`src/hdl/dnsqs_pkg.sv`:
```
// Package for the DNS question sniffer: payload structs, status codes and
// fixed frame offsets. No dependencies.
package dnsqs_pkg;

  // Offsets into the frame for a 14-byte Ethernet and a 20-byte IPv4 header.
  localparam logic [15:0] POS_ETYPE_HI = 16'd12;
  localparam logic [15:0] POS_ETYPE_LO = 16'd13;
  localparam logic [15:0] POS_PROTO    = 16'd23;
  localparam logic [15:0] POS_SRC_LO   = 16'd26;
  localparam logic [15:0] POS_SRC_HI   = 16'd29;
  localparam logic [15:0] POS_DST_LO   = 16'd30;
  localparam logic [15:0] POS_DST_HI   = 16'd33;
  localparam logic [15:0] POS_ID_HI    = 16'd42;
  localparam logic [15:0] POS_ID_LO    = 16'd43;
  localparam logic [15:0] POS_FLAGS    = 16'd44;
  localparam logic [15:0] POS_QD_HI    = 16'd46;
  localparam logic [15:0] POS_QD_LO    = 16'd47;
  localparam logic [15:0] POS_REC_LO   = 16'd48;
  localparam logic [15:0] POS_REC_HI   = 16'd51;
  localparam logic [15:0] NAME_START   = 16'd54;
  localparam logic [15:0] POS_MAX      = 16'hFFFF;

  localparam logic [7:0] ETYPE_HI_IPV4 = 8'h08;
  localparam logic [7:0] ETYPE_LO_IPV4 = 8'h00;
  localparam logic [7:0] PROTO_UDP     = 8'd17;

  typedef enum logic [2:0] {
    ST_OK         = 3'd0,
    ST_NOT_IPV4   = 3'd1,
    ST_NOT_UDP    = 3'd2,
    ST_QDCOUNT    = 3'd3,
    ST_QUERY_ANS  = 3'd4,
    ST_EMPTY_NAME = 3'd5,
    ST_TRUNC      = 3'd6
  } status_t;

  localparam logic KIND_NAME    = 1'b0;
  localparam logic KIND_SUMMARY = 1'b1;

  typedef struct packed {
    logic [7:0] frame_byte;
    logic       frame_end;
    logic [2:0] packet_kind;
  } in_item_t;

  typedef struct packed {
    logic        item_kind;
    logic [7:0]  name_char;
    status_t     status;
    logic [15:0] query_id;
    logic        is_response;
    logic [15:0] query_type;
    logic [7:0]  name_len;
    logic [31:0] src_ip;
    logic [31:0] dst_ip;
    logic [2:0]  packet_kind_out;
    logic        last_of_run;
  } out_item_t;

  // Everything one frame byte produces: an optional name byte, then an
  // optional summary.
  typedef struct packed {
    logic       has_name;
    logic [7:0] name_char;
    logic       has_sum;
    out_item_t  sum;
  } res_pair_t;

endpackage

```
`src/hdl/dnsqs_parser.sv`:
```
// Per-byte frame parser: header checks, question name walk and summary.
// Depends on dnsqs_pkg.
module dnsqs_parser import dnsqs_pkg::*; #(
  parameter int unsigned MAX_NAME = 255
) (
  input  logic      clk,
  input  logic      rst_n,
  input  logic      in_fire,
  input  in_item_t  in_item,
  output res_pair_t res,
  output logic      res_any
);

  logic [15:0] pos_r, pos_nxt;
  logic [7:0]  skip_r, skip_nxt;
  logic [7:0]  idx_r, idx_nxt;
  logic [7:0]  len_r, len_nxt;
  logic        done_r, done_nxt;
  status_t     st_r, st_nxt;
  logic [15:0] id_r, id_nxt;
  logic        resp_r, resp_nxt;
  logic        rec_r, rec_nxt;
  logic [31:0] src_r, src_nxt;
  logic [31:0] dst_r, dst_nxt;
  logic [15:0] qt_r, qt_nxt;

  always_comb begin
    logic [7:0]  b;
    logic [15:0] q;
    logic [15:0] thr;
    logic [8:0]  idx_inc;
    logic        counted;

    b        = in_item.frame_byte;
    counted  = 1'b0;
    q        = NAME_START + {8'd0, len_r};
    thr      = 16'd0;
    idx_inc  = {1'b0, idx_r} + 9'd1;

    skip_nxt = skip_r;
    idx_nxt  = idx_r;
    len_nxt  = len_r;
    done_nxt = done_r;
    st_nxt   = st_r;
    id_nxt   = id_r;
    resp_nxt = resp_r;
    rec_nxt  = rec_r;
    src_nxt  = src_r;
    dst_nxt  = dst_r;
    qt_nxt   = qt_r;
    res      = '0;

    // Header checks; the first failure sticks.
    if (st_nxt == ST_OK && pos_r == POS_ETYPE_HI && b != ETYPE_HI_IPV4) st_nxt = ST_NOT_IPV4;
    if (st_nxt == ST_OK && pos_r == POS_ETYPE_LO && b != ETYPE_LO_IPV4) st_nxt = ST_NOT_IPV4;
    if (st_nxt == ST_OK && pos_r == POS_PROTO && b != PROTO_UDP) st_nxt = ST_NOT_UDP;
    if (pos_r >= POS_SRC_LO && pos_r <= POS_SRC_HI) src_nxt = {src_r[23:0], b};
    if (pos_r >= POS_DST_LO && pos_r <= POS_DST_HI) dst_nxt = {dst_r[23:0], b};
    if (pos_r == POS_ID_HI || pos_r == POS_ID_LO) id_nxt = {id_r[7:0], b};
    if (pos_r == POS_FLAGS) resp_nxt = b[7];
    if (st_nxt == ST_OK && pos_r == POS_QD_HI && b != 8'd0) st_nxt = ST_QDCOUNT;
    if (st_nxt == ST_OK && pos_r == POS_QD_LO && b != 8'd1) st_nxt = ST_QDCOUNT;
    if (pos_r >= POS_REC_LO && pos_r <= POS_REC_HI && b != 8'd0) rec_nxt = 1'b1;
    if (st_nxt == ST_OK && pos_r == POS_REC_HI && !resp_r && rec_nxt) st_nxt = ST_QUERY_ANS;

    // Question name walk, then the two QTYPE bytes after it.
    if (done_r) begin
      if (pos_r == q + 16'd1 || pos_r == q + 16'd2) qt_nxt = {qt_r[7:0], b};
    end else if (pos_r >= NAME_START) begin
      if (skip_r != 8'd0) begin
        skip_nxt = skip_r - 8'd1;
        counted  = 1'b1;
      end else if (b == 8'd0) begin
        done_nxt = 1'b1;
        len_nxt  = idx_r;
        if (st_nxt == ST_OK && idx_r == 8'd0) st_nxt = ST_EMPTY_NAME;
      end else begin
        skip_nxt = b;
        counted  = 1'b1;
      end
      if (counted) begin
        res.has_name  = (st_nxt == ST_OK);
        res.name_char = b;
        idx_nxt       = idx_inc[7:0];
        if (idx_inc >= 9'(MAX_NAME)) begin
          done_nxt = 1'b1;
          len_nxt  = 8'(MAX_NAME);
        end
      end
    end

    pos_nxt = (pos_r == POS_MAX) ? pos_r : pos_r + 16'd1;

    if (in_item.frame_end) begin
      thr = NAME_START + {8'd0, len_nxt} + 16'd2;
      if (st_nxt == ST_OK && !(done_nxt && pos_r >= thr)) st_nxt = ST_TRUNC;
      res.has_sum                 = 1'b1;
      res.sum.item_kind           = KIND_SUMMARY;
      res.sum.name_char           = 8'd0;
      res.sum.status              = st_nxt;
      res.sum.query_id            = id_nxt;
      res.sum.is_response         = resp_nxt;
      res.sum.query_type          = qt_nxt;
      res.sum.name_len            = done_nxt ? len_nxt : idx_nxt;
      res.sum.src_ip              = src_nxt;
      res.sum.dst_ip              = dst_nxt;
      res.sum.packet_kind_out     = in_item.packet_kind;
      res.sum.last_of_run         = 1'b1;
    end

    res_any = res.has_name || res.has_sum;
  end

  always_ff @(posedge clk) begin
    if (!rst_n || (in_fire && in_item.frame_end)) begin
      pos_r  <= '0;
      skip_r <= '0;
      idx_r  <= '0;
      len_r  <= '0;
      done_r <= 1'b0;
      st_r   <= ST_OK;
      id_r   <= '0;
      resp_r <= 1'b0;
      rec_r  <= 1'b0;
      src_r  <= '0;
      dst_r  <= '0;
      qt_r   <= '0;
    end else if (in_fire) begin
      pos_r  <= pos_nxt;
      skip_r <= skip_nxt;
      idx_r  <= idx_nxt;
      len_r  <= len_nxt;
      done_r <= done_nxt;
      st_r   <= st_nxt;
      id_r   <= id_nxt;
      resp_r <= resp_nxt;
      rec_r  <= rec_nxt;
      src_r  <= src_nxt;
      dst_r  <= dst_nxt;
      qt_r   <= qt_nxt;
    end
  end

endmodule

```
`src/hdl/dns_query_sniffer_top.sv`:
```
// Top level of the DNS question sniffer: parser plus a two-entry result queue.
// Depends on dnsqs_pkg and dnsqs_parser.
//
//   channel  direction  handshake             payload
//   in_      input      in_valid / in_ready   in_item_t   (one frame byte)
//   out_     output     out_valid / out_ready out_item_t  (name byte or summary)
//
// One frame byte is taken per cycle while in_ready is high; its results are
// registered in the result queue. The parser state updates in the cycle of
// the transfer, so bytes stream back to back. A final byte that is also a name
// byte gives two results, name byte then summary, from one queue entry. in_ready
// drops only while both queue entries are held. Reset clears parser and queue.
module dns_query_sniffer_top import dnsqs_pkg::*; #(
  parameter int unsigned MAX_NAME = 255
) (
  input  logic      clk,
  input  logic      rst_n,
  input  logic      in_valid,
  output logic      in_ready,
  input  in_item_t  in_item,
  output logic      out_valid,
  input  logic      out_ready,
  output out_item_t out_item
);

  localparam logic [1:0] QDEPTH = 2'd2;

  res_pair_t res;
  logic      res_any;
  logic      in_fire, push, pop, out_fire, split;

  res_pair_t q_r [2];
  logic      wr_ptr_r, rd_ptr_r;
  logic [1:0] count_r;
  logic      phase_r;
  res_pair_t head;

  dnsqs_parser #(.MAX_NAME(MAX_NAME)) u_parser (
    .clk     (clk),
    .rst_n   (rst_n),
    .in_fire (in_fire),
    .in_item (in_item),
    .res     (res),
    .res_any (res_any)
  );

  assign in_ready  = (count_r != QDEPTH);
  assign in_fire   = in_valid && in_ready;
  assign push      = in_fire && res_any;
  assign head      = q_r[rd_ptr_r];
  assign out_valid = (count_r != 2'd0);
  assign out_fire  = out_valid && out_ready;
  // The name byte of an entry that also holds a summary goes out first.
  assign split     = head.has_name && head.has_sum && !phase_r;
  assign pop       = out_fire && !split;

  always_comb begin
    out_item = head.sum;
    if (head.has_name && !phase_r) begin
      out_item           = '0;
      out_item.item_kind = KIND_NAME;
      out_item.name_char = head.name_char;
    end
  end

  always_ff @(posedge clk) begin
    if (push) q_r[wr_ptr_r] <= res;
  end

  always_ff @(posedge clk) begin
    if (!rst_n) begin
      wr_ptr_r <= 1'b0;
      rd_ptr_r <= 1'b0;
      count_r  <= 2'd0;
      phase_r  <= 1'b0;
    end else begin
      if (push) wr_ptr_r <= ~wr_ptr_r;
      if (pop) rd_ptr_r <= ~rd_ptr_r;
      if (out_fire) phase_r <= split;
      if (push && !pop) count_r <= count_r + 2'd1;
      else if (pop && !push) count_r <= count_r - 2'd1;
    end
  end

  a_count_bound: assert property (@(posedge clk) disable iff (!rst_n)
    count_r <= QDEPTH)
    else $error("result queue overfilled");

  a_head_nonempty: assert property (@(posedge clk) disable iff (!rst_n)
    out_valid |-> (head.has_name || head.has_sum))
    else $error("queue entry holds no result");

  a_summary_last: assert property (@(posedge clk) disable iff (!rst_n)
    (out_valid && out_item.item_kind == KIND_SUMMARY) |-> out_item.last_of_run)
    else $error("summary without end of frame mark");

  a_split_follows: assert property (@(posedge clk) disable iff (!rst_n)
    (out_fire && split) |=> (out_valid && out_item.item_kind == KIND_SUMMARY))
    else $error("summary lost after final name byte");

endmodule
```
`config.mk`:
```
export PLATFORM = sky130hd
export DESIGN_NAME = dns_query_sniffer_top
export DESIGN_NICKNAME = d
export VERILOG_FILES = /design/src/hdl/dnsqs_pkg.sv /design/src/hdl/dnsqs_parser.sv /design/src/hdl/dns_query_sniffer_top.sv
export SDC_FILE = /design/constraint.sdc
export NUM_CORES = 1
export LEC_CHECK = 0
export BUFFER_PORTS_ARGS = -buffer_cell sky130_fd_sc_hd__buf_2
export CORE_MARGIN = 2
export CORE_UTILIZATION = 61
export CTS_CLUSTER_DIAMETER = 50
export DETAILED_ROUTE_END_ITERATION = 6
export PLACE_DENSITY = 0.81
export SLEW_MARGIN = 5
export SYNTH_ARGS = -nofsm -noshare
export SYNTH_HDL_FRONTEND = slang
export SYNTH_HIERARCHICAL = 1
export SYNTH_SLANG_ARGS = --single-unit
```
`constraint.sdc`:
```
create_clock -name clk -period 7.2 [get_ports clk]
set_input_delay 0.36 -clock clk [delete_from_list [all_inputs] [get_ports clk]]
set_output_delay 0.36 -clock clk [all_outputs]
set_load 0.03 [all_outputs]
```
Yosys cells after proc, flatten, opt, wreduce, memory -nomap -nowiden

Memories as Yosys holds them, arrays and structs flattened. A register that Yosys moved wholly into a read port is not among the register bits.
Cells that the tools add are included.

Register bits: 147
RAM bits: 262
Logic and storage cells: 170
Memories kept: 1

Add/subtract/negate cells: 10
$lt $le $gt $ge: 9
Eq/ne operators: 17
Muxes and demuxes: 55
Bitwise gates (word level): 4
Reductions and logical operators: 58

Memory list:

| memory | depth | width | read ports | clocked after memory_dff | write ports | RTL line                    | text |
|---|---|---|---|---|---|---|---|
| q_r    | 2     | 131   | 1          | 1                        | 1           | dns_query_sniffer_top.sv:32 | `res_pair_t q_r [2];` |

Operators with widths:

| operator                                                                             | count |
|---|---|
| 122-bit 2-to-1 mux                                                                   | 1 |
| 121-bit 2-to-1 mux                                                                   | 1 |
| 16-bit by 6-bit == test with 1-bit output, second input constant                     | 6 |
| 8-bit 2-to-1 mux                                                                     | 12 |
| 32-bit 2-to-1 mux                                                                    | 2 |
| 16-bit 2-to-1 mux                                                                    | 3 |
| 3-bit 2-to-1 mux                                                                     | 15 |
| 16-bit by 1-bit adder with 16-bit output, second input constant                      | 2 |
| 16-bit by 2-bit adder with 16-bit output, second input constant                      | 2 |
| 16-bit == test                                                                       | 2 |
| 16-bit by 4-bit == test with 1-bit output, second input constant                     | 2 |
| 16-bit by 5-bit greater-or-equal comparator with 1-bit output, second input constant | 2 |
| 16-bit by 6-bit greater-or-equal comparator with 1-bit output, second input constant | 2 |
| 16-bit by 6-bit <= comparator with 1-bit output, second input constant               | 2 |
| 1-bit logical AND                                                                    | 30 |
| 3-bit zero test                                                                      | 9 |
| 9-bit 2-to-1 mux                                                                     | 3 |
| 6-bit by 8-bit adder with 9-bit output, first input constant                         | 2 |
| 16-bit == test, second input constant                                                | 1 |
| 16-bit by 5-bit == test with 1-bit output, second input constant                     | 1 |
| 16-bit greater-or-equal comparator                                                   | 1 |
| 16-bit by 5-bit <= comparator with 1-bit output, second input constant               | 1 |
| 8-bit zero test                                                                      | 2 |
| 1-bit 2-to-1 mux                                                                     | 16 |
| 18 further kinds                                                                     | 33 |

Logic depth before layout (Yosys ltp)

Depth after elaboration: 44
Gate-level depth with buffers: 17
Gate-level depth less buffers: 16

By module

The synthesis kept the hierarchy.

By module, submodules not included:

| module                | times used | cells each | area an instance (sq um) | sequential area each (sq um) |
|---|---|---|---|---|
| dns_query_sniffer_top | 1          | 561        | 10077.2                  | 7987.7 |
| dnsqs_parser          | 1          | 1234       | 8924.8                   | 2842.7 |

Worst setup path before layout

Ideal clock, no wire load.

Kind: input -> register
Start: input port in_item[11] (netlist bit)
End: memory q_r[1][0] (netlist bit), enable pin
Setup time: 0.506 ns
Arrival time: 5.361 ns
Data required time: 6.694 ns
Setup slack: 1.333 ns
Cell stages on the path: 10
Path buffers: 0
Cells stage by stage: or4_4 > o41a_1 > o221ai_2 > nor2_1 > o21a_1 > nand4b_1 > nor2b_1 > or2_2 > and3_1 > and2_1

RTL lines:

| item            | RTL line                    | text |
|---|---|---|
| start, declared | dns_query_sniffer_top.sv:20 | `input in_item_t in_item,` |
| end, declared   | dns_query_sniffer_top.sv:32 |  |

==> metrics.yaml <==
outcome: "completed"
firstDrtPassIters: 6
nets: 1908
worstHoldEndpoint: "q_r[0][1]"
synth_area_mm2: 0.0190
cts_hold_buf: 0
pwr-share-seq: 0.437
yosysSeqAreaShare: 0.570
hold_depth: 2
hold_start: "in_item[0]"
clk_path_buf_depth: 3
synth_ff_type: "edfxtp_1"
period_share: 0.603
io_pins: 139
internal-power_uw: 4210
ys_ff_latch: 410
drc_errors: 0
grt_pass1_wl_mm: 67.5
vias: 13500
grt_max_degree: 93
ant_nets: 0
grt_use_total: 0.255
timing.rr.end: "q_r[1][111]"
core.rowCount: 64
critPathCaptureType: "register"
crit_arrival_ns: 4.72
rsz0062_at_grt: "false"
crit_fanout: 9
hold_viol: 0
layout_common_cells: "nand2_1 (337), edfxtp_1 (262), nor2_1 (232)"
swShare: 0.310
synth_edf_count: 262
cts_tree: "yes"
clk_latency_ns: 0.55
final_common_cell: "nand2_1"
switchingPower_uw: 1900
fp.dieH_um: 180
power_uw: 6110
clock-skew-final_ns: 0.0157
fmax_ghz: 0.230
yosysWarnings: 6
synthArstFlopShare: 0
core-area_mm2: 0.0307
hold_path.class: "input port to register"
fin_ws_ns: 2.86
antenna_found_initial: 4
p_comb_frac: 0.213
grt_overflow: 0
drive_gt1_frac: 0.141
leakage_uw: 0.00757
portBuffers: 138
routed_wirelength_mm: 42.7
cts_buffers: 45
htreeDepth: 2
cts_root_buffer: "clkbuf_16"
post_dp_cell_area_mm2: 0.0197
initial_core_util: 0.620
period_needed_ns: 4.34
synthCells: 1795
die-area_mm2: 0.0326
crit_type: "register to register"
clockPowerShare: 0.350
synth.distinct_cells: 84
dpl.hpwl_mm: 27.7
irDropWorstVdd_uv: 164
drtIter0Drc: 1271
worst_slew_pin_slew_ns: 1.13
area_growth_pct: 11.2
syn_area_per_cell_um2: 10.6
pre_cts_ws_ns: 2.61
utilization: 0.689
routed_via_density: 5.88
maxCapViolCount: 0
postLayoutCellArea_mm2: 0.0211
r2r_slack_ns: 2.86
crit_required_ns: 7.57
wire_per_inst_um: 18.5
clock-sinks: 410
relSlewSlack: 0.247
cts_resized: 0
chipWidth_um: 180
gp_congestion: 0.922
r2r_cells: 15
setup_viol: 0
rr_startpoint: "u_parser/skip_r[2]"
path_clk_slew_ns: 0.06
startpoint_type: "register"
drv_slew: 0
cts_setup_buffers: 0
first_global_vias: 13100
powerDensity_mw_per_mm2: 289
tns_ns: 0
power by group through the flow:
stage	Combinational [uW]	Sequential [uW]	Clock [uW]
6_report	1300	2670	2140
5_1_grt	1390	2680	2260
4_1_cts	1310	2670	2160
3_5_place_dp	1310	2720	0
3_3_place_gp	1300	2710	0
2_1_floorplan	995	2700	0
sequential cells by signal (all words and copies together), names as in the netlist, named ones only:
signal and flops:
q_r 262, u_parser/dst_r 32, u_parser/src_r 32, u_parser/id_r 16
u_parser/pos_r 16, u_parser/qt_r 16, u_parser/idx_r 8, u_parser/len_r 8
u_parser/skip_r 8, u_parser/st_r 3, count_r 2, phase_r 1
rd_ptr_r 1, u_parser/done_r 1, u_parser/rec_r 1, u_parser/resp_r 1
wr_ptr_r 1
cells by family (layout without fill, tap and decap cells):
kind of cell	after synthesis	count (layout)	synth area share
buffers and inverters	161	263	0.0394
xor gates and xnor gates	52	52	0.0247
DFF	410	410	0.570
and+or+nand+nor	704	704	0.159
adders and majority gates	24	24	0.0158
muxes	208	208	0.115
other	1	10	0.000197
AOI/OAI and AO/OA	235	235	0.0763
worst max-delay path by stage:
stage          cells past startpoint          startpoint          end  slack [ns]
2_1_floorplan                     10         in_item[11]    q_r[1][0]        1.33
3_3_place_gp                      12         in_item[11]   q_r[1][70]        2.65
3_5_place_dp                      12         in_item[11]   q_r[1][69]        2.61
4_1_cts                           15  u_parser/skip_r[2]  q_r[1][111]        2.94
5_1_grt                           15  u_parser/skip_r[2]  q_r[1][111]        2.55
6_report                          15  u_parser/skip_r[2]  q_r[1][111]        2.86
Yosys cell counts, drive strengths merged, types with 3 or more instances:
cell type,instances,share of area
edfxtp,262,0.41
nor2b,4,0.0013
nand3,24,0.0063
mux2,3,0.0018
nand2,339,0.067
clkbuf,77,0.015
and3,5,0.0016
ha,24,0.016
o21a,6,0.0024
a21oi,149,0.040
nor4,12,0.0043
a21o,5,0.0020
o22ai,8,0.0026
a211oi,13,0.0065
nand2b,9,0.0034
buf,60,0.019
mux4,8,0.0095
o41a,3,0.0018
or2,6,0.0020
o21ai,18,0.0057
nand4,7,0.0023
mux2i,197,0.10
and2,17,0.0056
nor2,238,0.048
xor2,27,0.012
nor3,18,0.0053
or3,8,0.0026
o211a,5,0.0026
dfxtp,148,0.16
o221ai,4,0.0022
a31oi,5,0.0016
o22a,3,0.0014
xnor2,24,0.011
inv,24,0.0047
critical path, cell delays in order, from the launching register on:
cell,delay (ns)
dfxtp_1,0.36
nor4_1,0.52
nand4bb_1,0.47
nor2_4,0.29
a21oi_1,0.12
nor3_4,0.32
o22ai_1,0.20
ha_1,0.27
a21oi_1,0.16
xnor2_1,0.10
ha_1,0.20
or3_1,0.33
a211oi_1,0.22
o21ai_0,0.19
a21o_1,0.24
a21oi_1,0.18
metrics by stage:
step,hold WS (ns),instances
floorplan,0.435,1802
global placement,0.441,2217
detailed placement,0.446,2217
CTS,0.130,2300
global route,0.131,2301
finish,0.137,2302
cell type report:
| type | instances | area, um2 |
|---|---|---|
| multi-input combinational | 1231 | 7480 |
| sequential | 410 | 10800 |
| timing repair buffer | 156 | 826 |
| tap | 396 | 495 |
| clock inverter | 21 | 158 |
| clock buffer | 62 | 1230 |
| antenna | 2 | 5.00 |
| fill | 2189 | 9550 |
| inverter | 24 | 92.6 |
per-layer routing:
layer,GRT usage,share of wire,up-vias
met2,0.423,0.48,527
met4,0.0958,0.034,2
li1,-,-,6398
met3,0.0517,0.071,108
met5,0,0.00030,-
met1,0.333,0.41,6504
(Power assumes the default switching activity.)
